$ cat config.mk
export PLATFORM = sky130hd
export DESIGN_NAME = rsat_finish
export DESIGN_NICKNAME = d
export VERILOG_FILES = /design/src/hdl/rsat_pkg.sv /design/src/hdl/rsat_finish.sv
export SDC_FILE = /design/constraint.sdc
export NUM_CORES = 1
export LEC_CHECK = 0
export BUFFER_PORTS_ARGS = -buffer_cell sky130_fd_sc_hd__buf_2
export CAP_MARGIN = 0
export CORE_AREA = 2 2 164 166
export DETAILED_ROUTE_END_ITERATION = 8
export DIE_AREA = 0 0 166 168
export PLACE_DENSITY = 0.77
export SYNTH_ARGS = -nofsm -noshare
export SYNTH_HDL_FRONTEND = slang
export SYNTH_SLANG_ARGS = --single-unit
$ cat constraint.sdc
create_clock -name clock -period 5.3 [get_ports clock]
set_input_delay 0.53 -clock clock [delete_from_list [all_inputs] [get_ports clock]]
set_output_delay 0.53 -clock clock [all_outputs]
set_load 0.03 [all_outputs]
$ cat src/hdl/rsat_pkg.sv
`default_nettype none
package rsat_pkg;

   localparam int SLOT_COUNT = 32;
   localparam int SLOT_W     = (SLOT_COUNT > 1) ? $clog2(SLOT_COUNT) : 1;
   localparam int IDX_W      = 5;
   localparam int CMP_W      = (SLOT_W > IDX_W) ? SLOT_W : IDX_W;
   localparam int ADDR_W     = 52;
   localparam int END_W      = 53;
   localparam int HOST_W     = 48;
   localparam int HEND_W     = 54;

   typedef enum logic [1:0] {
      KIND_WRITE = 2'd0,
      KIND_G2H   = 2'd1,
      KIND_H2G   = 2'd2,
      KIND_NONE  = 2'd3
   } kind_type;

   // record that walks down the row of cells
   typedef struct packed {
      kind_type            kind;
      logic [IDX_W-1:0]    slot_index;
      logic [ADDR_W-1:0]   address;
      logic [END_W-1:0]    slot_end;
      logic [HOST_W-1:0]   slot_host;
      logic                slot_is_ram;
      logic                slot_valid;
      logic                have;
      logic [ADDR_W-1:0]   pick_begin;
      logic [END_W-1:0]    pick_end;
      logic [HOST_W-1:0]   pick_host;
      logic [SLOT_W-1:0]   pick_idx;
   } walk_type;

   typedef struct packed {
      logic [ADDR_W-1:0]   translated;
      logic                hit;
      logic [IDX_W-1:0]    slot_found;
   } rsp_type;

endpackage
`default_nettype wire

$ cat src/hdl/rsat_finish.sv
`default_nettype none
module rsat_finish (
   input  wire logic               clock,
   input  wire logic               reset,
   input  wire logic               in_vld,
   input  wire rsat_pkg::walk_type in_walk,
   input  wire logic               rsp_ready,
   output logic                    rsp_valid,
   output rsat_pkg::rsp_type       rsp_data
);
   import rsat_pkg::*;

   logic              f_vld_ff;
   logic              f_hit_ff;
   logic [ADDR_W-1:0] f_off_ff;
   logic [ADDR_W-1:0] f_base_ff;
   logic [IDX_W-1:0]  f_idx_ff;

   logic              f_hit_in;
   logic [ADDR_W-1:0] f_off_in;
   logic [ADDR_W-1:0] f_base_in;

   logic              rsp_vld_ff;
   logic              rsp_vld_in;
   rsp_type           rsp_ff;
   rsp_type           rsp_in;

   always_comb begin
      f_hit_in  = 1'b0;
      f_off_in  = '0;
      f_base_in = '0;
      unique case (in_walk.kind)
         KIND_WRITE: f_hit_in = 1'b1;
         KIND_G2H: begin
            f_hit_in  = in_walk.have && (END_W'(in_walk.address) < in_walk.pick_end);
            f_off_in  = in_walk.address - in_walk.pick_begin;
            f_base_in = ADDR_W'(in_walk.pick_host);
         end
         KIND_H2G: begin
            f_hit_in  = in_walk.have;
            f_off_in  = in_walk.address - ADDR_W'(in_walk.pick_host);
            f_base_in = in_walk.pick_begin;
         end
         KIND_NONE: f_hit_in = 1'b0;
         default:   f_hit_in = 1'b0;
      endcase
   end

   // writes answer hit with zero address and index
   always_comb begin
      rsp_in.hit        = f_hit_ff;
      rsp_in.translated = '0;
      rsp_in.slot_found = '0;
      if (f_hit_ff) begin
         rsp_in.translated = f_base_ff + f_off_ff;
         rsp_in.slot_found = f_idx_ff;
      end
   end

   assign rsp_vld_in = f_vld_ff ? 1'b1 : (rsp_ready ? 1'b0 : rsp_vld_ff);

   always_ff @(posedge clock) begin
      f_hit_ff  <= f_hit_in;
      f_off_ff  <= f_off_in;
      f_base_ff <= f_base_in;
      f_idx_ff  <= (in_walk.kind == KIND_WRITE) ? '0 : IDX_W'(in_walk.pick_idx);
      if (f_vld_ff) begin
         rsp_ff <= rsp_in;
      end
   end

   always_ff @(posedge clock) begin
      if (reset) begin
         f_vld_ff   <= 1'b0;
         rsp_vld_ff <= 1'b0;
      end else begin
         f_vld_ff   <= in_vld;
         rsp_vld_ff <= rsp_vld_in;
      end
   end

   assign rsp_valid = rsp_vld_ff;
   assign rsp_data  = rsp_ff;

endmodule
`default_nettype wire

==> results.ini <==
[placed_design]
place_ws_ns = 0.819
gp_congestion = 0.973
placed_area_um2 = 14600
number_of_cells_in_the_design_after_placement = 2035
placement.io_buffers = 275
detailedPlacementHpwl_mm = 29.8

[die]
floorplan.die.height_um = 168
start_util = 0.490
boundaryPins = 384
fp.dieArea_um2 = 27900
core-area_um2 = 26400
row_count = 60
die_x_um = 166

[timing]
timing.setup.tns_ns = 0
report.final.hold_viol_count = 0
relSlewSlack = 0.357
setup_viol = 0
fin_crit_sh = 0.779
setup_slack_ns = 1.17
max_slew.worst_pin.slew_ns = 0.964
clock-skew-final_ns = 0.00859
whs_ns = 0.273
report.final.slew_viol_count = 0
rsz0062_at_grt = no
clock.fmax_ghz = 0.242
period_needed_ns = 4.13

[pwr]
internal-power_mw = 2.78
cellLeakagePower_nw = 7.18
power.share.clock = 0.282
total_switching_power_mw = 1.58
p_per_cell_area_nw_per_um2 = 288
totalPowerFinal_mw = 4.36
power_switching_share = 0.363
vdd.ir_drop.worst_mv = 0.177
p_seq_frac = 0.359
relative_contribution_of_combinational_cells_to_total_power = 0.359

[global_routing]
globalRouteOverflowTotal = 0
global_route.usage.total = 0.252
vias_in_the_first_global_route = 11100
grt_max_degree = 66
grt_pass1_wl_mm = 57.1
antenna_found_initial = 2

[logic_synthesis]
mappedNetlistArea_um2 = 12900
synth.top_cells.by_area = sky130_fd_sc_hd__dfxtp_1 17%, sky130_fd_sc_hd__ha_1 15%, sky130_fd_sc_hd__edfxtp_1 13%
mappedNetlistNets = 1956
dominantRegCellSynth = sky130_fd_sc_hd__dfxtp_1
postSynth.asyncResetShare = 0
yosys.cell_types.count = 76
postSynthRegisterBits = 170
synth.largest_area_cell = sky130_fd_sc_hd__dfxtp_1
synthesis.yosys.warnings = 0
synth.yosys.seq_area_share = 0.308
post_synth_edffs = 58
synthDominantCellAreaShare = 0.173
avg_inst_size_synth_um2 = 8.79
synthesis.instances = 1471

[layout]
instances_no_fill = 2068
area.growth.synth_to_final_pct = 17.2
post-route-cell-area_um2 = 15200
final_nets = 2198
layout.core_utilization = 0.575
post_route_cells_drive_above_1_share = 0.200

[critical_path]
worst-r2r-cell-count = 10
start_kind = primary input
timing.rr.start = f_off_ff[1]
timing.critical_path.from = in_walk[319]
critPathRequiredTime_ns = 5.56
setup.worst_path.class = primary input to register
worst-path-max-fanout = 23
timing.critical_path.arrival_ns = 4.39
end_kind = register

[drt]
drtIter0Drc = 916
drc_errors = 0
first_pass_iters = 6
via_count = 11700
ant_nets = 0
routed_vias_inst = 5.66
drt-wirelength-per-cell_um = 17.6
detail_route.wirelength_mm = 36.3

[clock_network]
cts_buffers = 17
insertion_delay_ns = 0.42
cts.sink_count = 170
clk_transition_reported_paths_ns = 0.07
post_cts_buffers = 0
cts_tree = built
clock-root-buffer = sky130_fd_sc_hd__clkbuf_16
cts_max_path_buffers = 2
cts_max_level = 4
cts-resized-gates = 0
cts_hold_repair.buffers = 0

[outcome]
status = finished clean

[job]
cap_violations = 0

[hold_path]
min_path_cells = 2
hold_path.startpoint = reset
hold_path.class = primary input to register

flip-flops by register name, summed over array words and instances, names as in the netlist:
signal and cells:
rsp_data 58, f_idx_ff 5, rsp_valid 1, f_hit_ff 1, f_off_ff 52, f_vld_ff 1, f_base_ff 52
layout by cell type, fill, tap and decap left out, types with 55 or more instances in the layout:
cell	netlist	layout
sky130_fd_sc_hd__a21o_1	78	78
sky130_fd_sc_hd__a21oi_1	123	123
sky130_fd_sc_hd__and2_1	60	60
sky130_fd_sc_hd__buf_2	5	275
sky130_fd_sc_hd__dfxtp_1	112	111
sky130_fd_sc_hd__edfxtp_1	58	58
sky130_fd_sc_hd__ha_1	158	156
sky130_fd_sc_hd__inv_1	81	80
sky130_fd_sc_hd__mux2i_1	55	55
sky130_fd_sc_hd__nand2_1	84	84
sky130_fd_sc_hd__nor2_1	134	134
sky130_fd_sc_hd__o21ai_0	58	58
synthesized netlist by cell type, types with 19 or more instances:
cell / n
sky130_fd_sc_hd__a21o_1: 78
sky130_fd_sc_hd__a21oi_1: 123
sky130_fd_sc_hd__a22oi_1: 48
sky130_fd_sc_hd__and2_1: 60
sky130_fd_sc_hd__clkbuf_1: 51
sky130_fd_sc_hd__dfxtp_1: 112
sky130_fd_sc_hd__edfxtp_1: 58
sky130_fd_sc_hd__ha_1: 158
sky130_fd_sc_hd__inv_1: 81
sky130_fd_sc_hd__mux2i_1: 55
sky130_fd_sc_hd__nand2_1: 84
sky130_fd_sc_hd__nand2b_1: 21
sky130_fd_sc_hd__nand3_1: 31
sky130_fd_sc_hd__nand4_1: 30
sky130_fd_sc_hd__nor2_1: 134
sky130_fd_sc_hd__nor2b_1: 19
sky130_fd_sc_hd__o21ai_0: 58
sky130_fd_sc_hd__o21bai_1: 19
sky130_fd_sc_hd__xnor2_1: 47
sky130_fd_sc_hd__xor2_1: 29
critical path, stage by stage:
cell and delay (ns):
sky130_fd_sc_hd__buf_2 0.12, sky130_fd_sc_hd__inv_1 0.13, sky130_fd_sc_hd__ha_2 0.53, sky130_fd_sc_hd__buf_4 0.45
sky130_fd_sc_hd__mux2i_1 0.37, sky130_fd_sc_hd__ha_1 0.38, sky130_fd_sc_hd__a21o_1 0.21, sky130_fd_sc_hd__a21o_1 0.17
sky130_fd_sc_hd__a21o_1 0.19, sky130_fd_sc_hd__a2111oi_0 0.38, sky130_fd_sc_hd__o21ai_0 0.15, sky130_fd_sc_hd__a31o_1 0.27
sky130_fd_sc_hd__a21boi_0 0.22, sky130_fd_sc_hd__xor2_1 0.19, sky130_fd_sc_hd__nor2_1 0.08
power by group through the flow:
stage	Clock, mW	Sequential [mW]	Combinational (mW)
floorplan	0	1.67	1.00
global placement	0	1.59	1.52
detailed placement	0	1.59	1.53
CTS	1.24	1.57	1.55
global route	1.29	1.58	1.72
finish	1.23	1.56	1.56
cell type report:
cell class	instances	area (µm²)
clock buffers	18	450
inverters	81	304
clock inverters	14	145
well taps	341	427
repair buffers	283	1440
flip-flops and latches	170	3990
fillers	2372	11200
multi-input cells	1160	8400
diodes	1	2.50
worst paths after layout:
| path | slack (ns) | end |
|---|---|---|
| setup / recovery | 1.17 | f_off_ff[45] |
| setup reg to reg | 1.92 | rsp_data[57] |
| hold / removal | 0.27 | f_vld_ff |
| hold reg to reg | 0.50 | rsp_valid |
per-layer routing:
| layer | GRT usage | part of all wire |
|---|---|---|
| met5 | 0 | 0.00036 |
| met4 | 0.0771 | 0.024 |
| met3 | 0.0315 | 0.065 |
| met2 | 0.384 | 0.42 |
| met1 | 0.372 | 0.49 |
cell families (layout without fill, tap and decap cells):
logic type / after synthesis / in the layout / synth area share
other: 0 / 1 / 0
adders and majority gates: 160 / 160 / 0.156
buffers and inverters: 141 / 396 / 0.0420
xor gates and xnor gates: 76 / 76 / 0.0515
AOI/OAI and AO/OA: 434 / 434 / 0.231
muxes: 58 / 58 / 0.0455
DFF: 170 / 170 / 0.308
and+or+nand+nor: 432 / 432 / 0.166
No activity file was read; power rests on OpenSTA's default activity.
