**config.mk**
```make
export PLATFORM = sky130hd
export DESIGN_NAME = rsat_cell
export DESIGN_NICKNAME = d
export VERILOG_FILES = /design/src/hdl/rsat_pkg.sv /design/src/hdl/rsat_cell.sv
export SDC_FILE = /design/constraint.sdc
export NUM_CORES = 1
export LEC_CHECK = 0
export ABC_CLOCK_PERIOD_IN_PS = 15200
export BUFFER_PORTS_ARGS = -buffer_cell sky130_fd_sc_hd__buf_4
export CAP_MARGIN = 20
export CORE_MARGIN = 3
export CORE_UTILIZATION = 35
export CTS_CLUSTER_DIAMETER = 80
export DETAILED_ROUTE_END_ITERATION = 10
export PLACE_DENSITY = 0.64
export SYNTH_ARGS = -nofsm -noshare
export SYNTH_HDL_FRONTEND = slang
export SYNTH_SLANG_ARGS = --single-unit
```
**constraint.sdc**
```tcl
create_clock -name clock -period 15.2 [get_ports clock]
set_input_delay 3.04 -clock clock [delete_from_list [all_inputs] [get_ports clock]]
set_output_delay 3.04 -clock clock [all_outputs]
set_load 0.02 [all_outputs]
```
**src/hdl/rsat_pkg.sv**
```systemverilog
`default_nettype none
package rsat_pkg;

   localparam int SLOT_COUNT = 32;
   localparam int SLOT_W     = (SLOT_COUNT > 1) ? $clog2(SLOT_COUNT) : 1;
   localparam int IDX_W      = 5;
   localparam int CMP_W      = (SLOT_W > IDX_W) ? SLOT_W : IDX_W;
   localparam int ADDR_W     = 52;
   localparam int END_W      = 53;
   localparam int HOST_W     = 48;
   localparam int HEND_W     = 54;

   typedef enum logic [1:0] {
      KIND_WRITE = 2'd0,
      KIND_G2H   = 2'd1,
      KIND_H2G   = 2'd2,
      KIND_NONE  = 2'd3
   } kind_type;

   // record that walks down the row of cells
   typedef struct packed {
      kind_type            kind;
      logic [IDX_W-1:0]    slot_index;
      logic [ADDR_W-1:0]   address;
      logic [END_W-1:0]    slot_end;
      logic [HOST_W-1:0]   slot_host;
      logic                slot_is_ram;
      logic                slot_valid;
      logic                have;
      logic [ADDR_W-1:0]   pick_begin;
      logic [END_W-1:0]    pick_end;
      logic [HOST_W-1:0]   pick_host;
      logic [SLOT_W-1:0]   pick_idx;
   } walk_type;

   typedef struct packed {
      logic [ADDR_W-1:0]   translated;
      logic                hit;
      logic [IDX_W-1:0]    slot_found;
   } rsp_type;

endpackage
`default_nettype wire

```
**src/hdl/rsat_cell.sv**
```systemverilog
`default_nettype none
module rsat_cell (
   input  wire logic                          clock,
   input  wire logic                          reset,
   input  wire logic [rsat_pkg::SLOT_W-1:0]   cell_id,
   input  wire logic                          in_vld,
   input  wire rsat_pkg::walk_type            in_walk,
   output logic                               out_vld,
   output rsat_pkg::walk_type                 out_walk
);
   import rsat_pkg::*;

   logic [ADDR_W-1:0] e_begin_ff;
   logic [END_W-1:0]  e_end_ff;
   logic [HOST_W-1:0] e_host_ff;
   logic [HEND_W-1:0] e_hend_ff;
   logic              e_ram_ff;
   logic              e_nonempty_ff;
   logic              e_valid_ff;

   logic [HEND_W-1:0] e_hend_in;
   logic              e_nonempty_in;
   logic              wr_sel;
   logic              g2h_take;
   logic              h2g_take;

   logic              out_vld_ff;
   walk_type          out_walk_ff;
   walk_type          out_walk_in;

   assign wr_sel = in_vld && (in_walk.kind == KIND_WRITE) &&
                   (CMP_W'(in_walk.slot_index) == CMP_W'(cell_id));

   // host range end kept precomputed so the reverse match is two compares
   assign e_hend_in = HEND_W'(in_walk.slot_end) - HEND_W'(in_walk.address)
                    + HEND_W'(in_walk.slot_host);
   assign e_nonempty_in = in_walk.slot_end > END_W'(in_walk.address);

   assign g2h_take = e_valid_ff && (e_begin_ff <= in_walk.address) &&
                     (!in_walk.have || (e_begin_ff > in_walk.pick_begin));

   assign h2g_take = !in_walk.have && e_valid_ff && e_ram_ff && e_nonempty_ff &&
                     (ADDR_W'(e_host_ff) <= in_walk.address) &&
                     (HEND_W'(in_walk.address) < e_hend_ff);

   always_comb begin
      out_walk_in = in_walk;
      if (((in_walk.kind == KIND_G2H) && g2h_take) ||
          ((in_walk.kind == KIND_H2G) && h2g_take)) begin
         out_walk_in.have       = 1'b1;
         out_walk_in.pick_begin = e_begin_ff;
         out_walk_in.pick_end   = e_end_ff;
         out_walk_in.pick_host  = e_host_ff;
         out_walk_in.pick_idx   = cell_id;
      end
   end

   always_ff @(posedge clock) begin
      if (wr_sel) begin
         e_begin_ff    <= in_walk.address;
         e_end_ff      <= in_walk.slot_end;
         e_host_ff     <= in_walk.slot_host;
         e_hend_ff     <= e_hend_in;
         e_ram_ff      <= in_walk.slot_is_ram;
         e_nonempty_ff <= e_nonempty_in;
      end
      out_walk_ff <= out_walk_in;
   end

   always_ff @(posedge clock) begin
      if (reset) begin
         e_valid_ff <= 1'b0;
         out_vld_ff <= 1'b0;
      end else begin
         if (wr_sel) begin
            e_valid_ff <= in_walk.slot_valid;
         end
         out_vld_ff <= in_vld;
      end
   end

   assign out_vld  = out_vld_ff;
   assign out_walk = out_walk_ff;

endmodule
`default_nettype wire

```
==> impl_metrics.py <==
metrics = {
    "run_status": {
        "status": "complete, no violations",
    },
    "drt": {
        "wl_met3_um": 4999,
        "dr.pass1.iters": 5,
        "drt-met1-wl_um": 33490,
        "route.met2.wl_um": 39240,
        "ant_nets": 0,
        "drt-initial-drc-count": 1109,
        "vias": 18898,
        "wl_um": 79380,
        "top_layer_used": "met5",
        "viasPerCell": 4.817,
        "drc": 0,
        "avgRoutedWirePerCell_um": 20.23,
    },
    "clock_network": {
        "numCtsBuffers": 58,
        "cts_resized": 0,
        "cts_setup_buffers": 0,
        "cts_buffer_depth": 3,
        "clk_pin_slew_ns": 0.06,
        "clock_latency_ns": 0.62,
        "cts_hold_buf": 0,
        "htreeDepth": 2,
        "cts_tree": "built",
        "clkSinkCount": 532,
        "cts-root-buf": "clkbuf_16",
    },
    "logic_synthesis": {
        "ys_ff_latch": 532,
        "yosysUniqueCellTypes": 60,
        "synth_flop_cell": "dfxtp_1",
        "synth_top_area_share_pct": 25.30,
        "yosysWarnings": 0,
        "syn_avg_cell_area_um2": 11.43,
        "async_reset_ff_share_pct": 0,
        "syn-cell-area_um2": 25550,
        "yosysSeqAreaShare_pct": 49.86,
        "synthCells": 2235,
        "synth.area.top_cells": "dfxtp_1 (25%), edfxtp_1 (25%), ha_1 (15%), mux2_2 (7.0%), inv_1 (5.6%)",
        "synth_edf_count": 209,
        "synth_top_cell_by_area": "dfxtp_1",
        "synth_nets": 2922,
    },
    "timing": {
        "finClkSkew_ns": 0.01751,
        "setup-tns-final_ns": 0,
        "maxSlewViolCount": 0,
        "max_freq_mhz": 140.5,
        "tightest_slew_ns": 1.127,
        "layout_min_cycle_time_ns": 7.118,
        "rsz0062_at_grt": "false",
        "slew_headroom_pct": 23.94,
        "setup-violations-final": 0,
        "fin_ws_ns": 8.082,
        "finalHoldViolCount": 0,
        "fin_crit_sh_pct": 46.83,
    },
    "global_routing": {
        "track_usage_pct": 20.07,
        "grt_pass1_vias": 19133,
        "grt_max_degree": 151,
        "antenna_found_initial": 4,
        "overflow": 0,
        "grt_pass1_wl_um": 118200,
    },
    "place": {
        "placement.io_buffers": 650,
        "place_hpwl_um": 64090,
        "dp_cells": 3813,
        "place.gp.congestion": 0.8692,
        "dpl_worst_slack_ns": 7.369,
    },
    "power_and_ir_drop": {
        "powerDensity_nw_per_um2": 111.5,
        "power.leakage_nw": 15.77,
        "ir_drop_mv": 0.1024,
        "total_power_mw": 3.730,
    },
    "die": {
        "chipHeight_um": 276.2,
        "die_area_um2": 76290,
        "coreArea_um2": 71850,
        "die_x_um": 276.2,
        "io_pins": 651,
        "rows": 98,
        "start_util_pct": 35.56,
    },
    "final_layout": {
        "multi_input_area_um2": 11170,
        "layout.cells.non_filler": 3923,
        "final-seq-area_um2": 12740,
        "drive_above_1_share_pct": 30.89,
        "nNetsFinal": 3610,
        "syn_to_final_growth_pct": 30.93,
        "fillers": 6758,
    },
    "setup_path": {
        "reg2reg_from": "e_begin_ff[39]",
        "endpoint": "out_walk[122]",
        "worst_ep_required_time_ns": 15.70,
        "critical_path_class": "input port to flip-flop",
        "worstReg2RegEnd": "out_walk[122]",
        "worstSetupEndpointType": "flip-flop",
        "arrival_ns": 7.62,
        "crit_chain": "buf_4 -> inv_1 -> ha_1 -> nand4_1 -> or4_1 -> nor3_1 -> or4b_1 -> nand4b_1 -> a21oi_1 -> a22oi_4 -> buf_4 -> buf_4 -> mux2_2",
        "start_kind": "input port",
        "path_max_fanout": 61,
        "r2r_setup_slack_ns": 10.16,
        "reg2reg_depth": 11,
        "startpoint": "in_walk[145]",
        "cp_common_cell": "buf_4",
        "cp_slowest_stage_delay_ns": 0.77,
        "slowest_stage": "buf_4",
    },
    "min_path": {
        "min_path_type": "flip-flop to flip-flop",
    },
    "run": {
        "drv_cap": 0,
    },
}
## sequential cells by signal, indices dropped and copies added (netlist names)
| name | count |
|---|---|
| e_host_ff | 48 |
| e_valid_ff | 1 |
| e_end_ff | 53 |
| out_vld | 1 |
| out_walk | 321 |
| e_nonempty_ff | 1 |
| e_begin_ff | 52 |
| e_hend_ff | 54 |
| e_ram_ff | 1 |
## layout by cell type (no fill, tap or decap), types with 6 or more instances in the layout
| cell type | count |
|---|---|
| clkbuf_1 | 12 |
| o21a_1 | 7 |
| nand3_1 | 46 |
| a211oi_1 | 17 |
| dfxtp_1 | 323 |
| o31ai_1 | 8 |
| o211ai_1 | 10 |
| a21o_1 | 47 |
| clkinv_4 | 6 |
| clkbuf_16 | 65 |
| fa_1 | 49 |
| nand4_1 | 64 |
| a21boi_0 | 6 |
| xnor2_1 | 34 |
| a21oi_1 | 158 |
| inv_1 | 381 |
| ha_1 | 309 |
| nor2_1 | 57 |
| nor3_1 | 16 |
| nor2b_1 | 19 |
| xor2_1 | 18 |
| o21bai_1 | 13 |
| nor4_1 | 9 |
| mux2_2 | 159 |
| a31oi_1 | 10 |
| edfxtp_1 | 209 |
| clkinv_2 | 10 |
| nand2b_1 | 9 |
| nand2_1 | 87 |
| buf_4 | 656 |
| o21ai_0 | 75 |
| clkbuf_8 | 6 |
## layout make-up
class	instances	area share, %
antenna	1	0.007479
sequential	532	38.08
inverter	381	4.274
multi-input combinational	1292	33.40
tap	950	3.552
clock buffer	83	5.243
clock inverter	26	0.6544
timing repair buffer	658	14.79
## synth_stat cells (all sizes together) (8+ instances only)
master  instances
nor4            9
nand2b          9
mux2          159
ha            309
nor3           16
clkbuf         10
nand4          64
nand2          87
a211oi         17
buf            20
o21bai         13
o21ai          75
xor2           18
fa             49
nand3          46
nor2           58
dfxtp         323
nor2b          19
a21oi         158
xnor2          34
a21o           47
o31ai           8
inv           381
o211ai         10
a31oi          10
edfxtp        209
## stage by stage
step | cell area [um2] | utilization [%] | hold WS, ns
floorplan | 25550 | - | 0.4493
global placement | 31480 | 43.81 | 0.4516
detailed placement | 31480 | 43.82 | 0.4561
CTS | 33460 | 46.56 | 0.4717
global route | 33460 | 46.57 | 0.4823
finish | 33460 | 46.57 | 0.4695
## metal layers
layer | global-route usage, % | vias up
met5 | 0 | -
met4 | 4.590 | 2
met3 | 4.180 | 98
met2 | 35.10 | 615
met1 | 25.41 | 8979
li1 | - | 9204
## kinds of logic (layout without fill, tap and decap cells)
logic type,count (synthesis),in the layout,synth area share (%)
mux,161,161,7.085
flops,532,532,49.86
other cells,0,1,0
simple gates,331,331,6.478
compound gates,390,390,9.386
buf+inv,411,1148,6.439
xor+xnor,52,52,1.782
fa+ha+maj,358,358,18.97
## report_power, final
part,internal [mW],leakage [nW],switching [mW]
registers,1.55,4.61,0.0145
clock network,0.842,0.979,0.604
logic,0.308,10.2,0.412
total,2.70,15.8,1.03
## critical path, delay by kind of cell
kind,cells,cell delay (ns)
buffers and inverters,4,1.45
AND/OR/NAND/NOR,5,1.89
AO/OA/AOI/OAI,2,0.31
multiplexers,1,0.42
adder cells (fa/ha/maj),1,0.30
## worst min-delay path by stage
stage | end | cells after the start | startpoint
3_5_place_dp | out_walk[61] | 1 | e_end_ff[8]
6_report | out_walk[96] | 1 | e_end_ff[43]
4_1_cts | out_walk[96] | 1 | e_end_ff[43]
2_1_floorplan | out_walk[100] | 1 | e_end_ff[47]
5_1_grt | out_walk[64] | 1 | e_end_ff[11]
3_3_place_gp | out_walk[86] | 1 | e_end_ff[33]
Note: power is estimated with default switching activity, not from simulation.
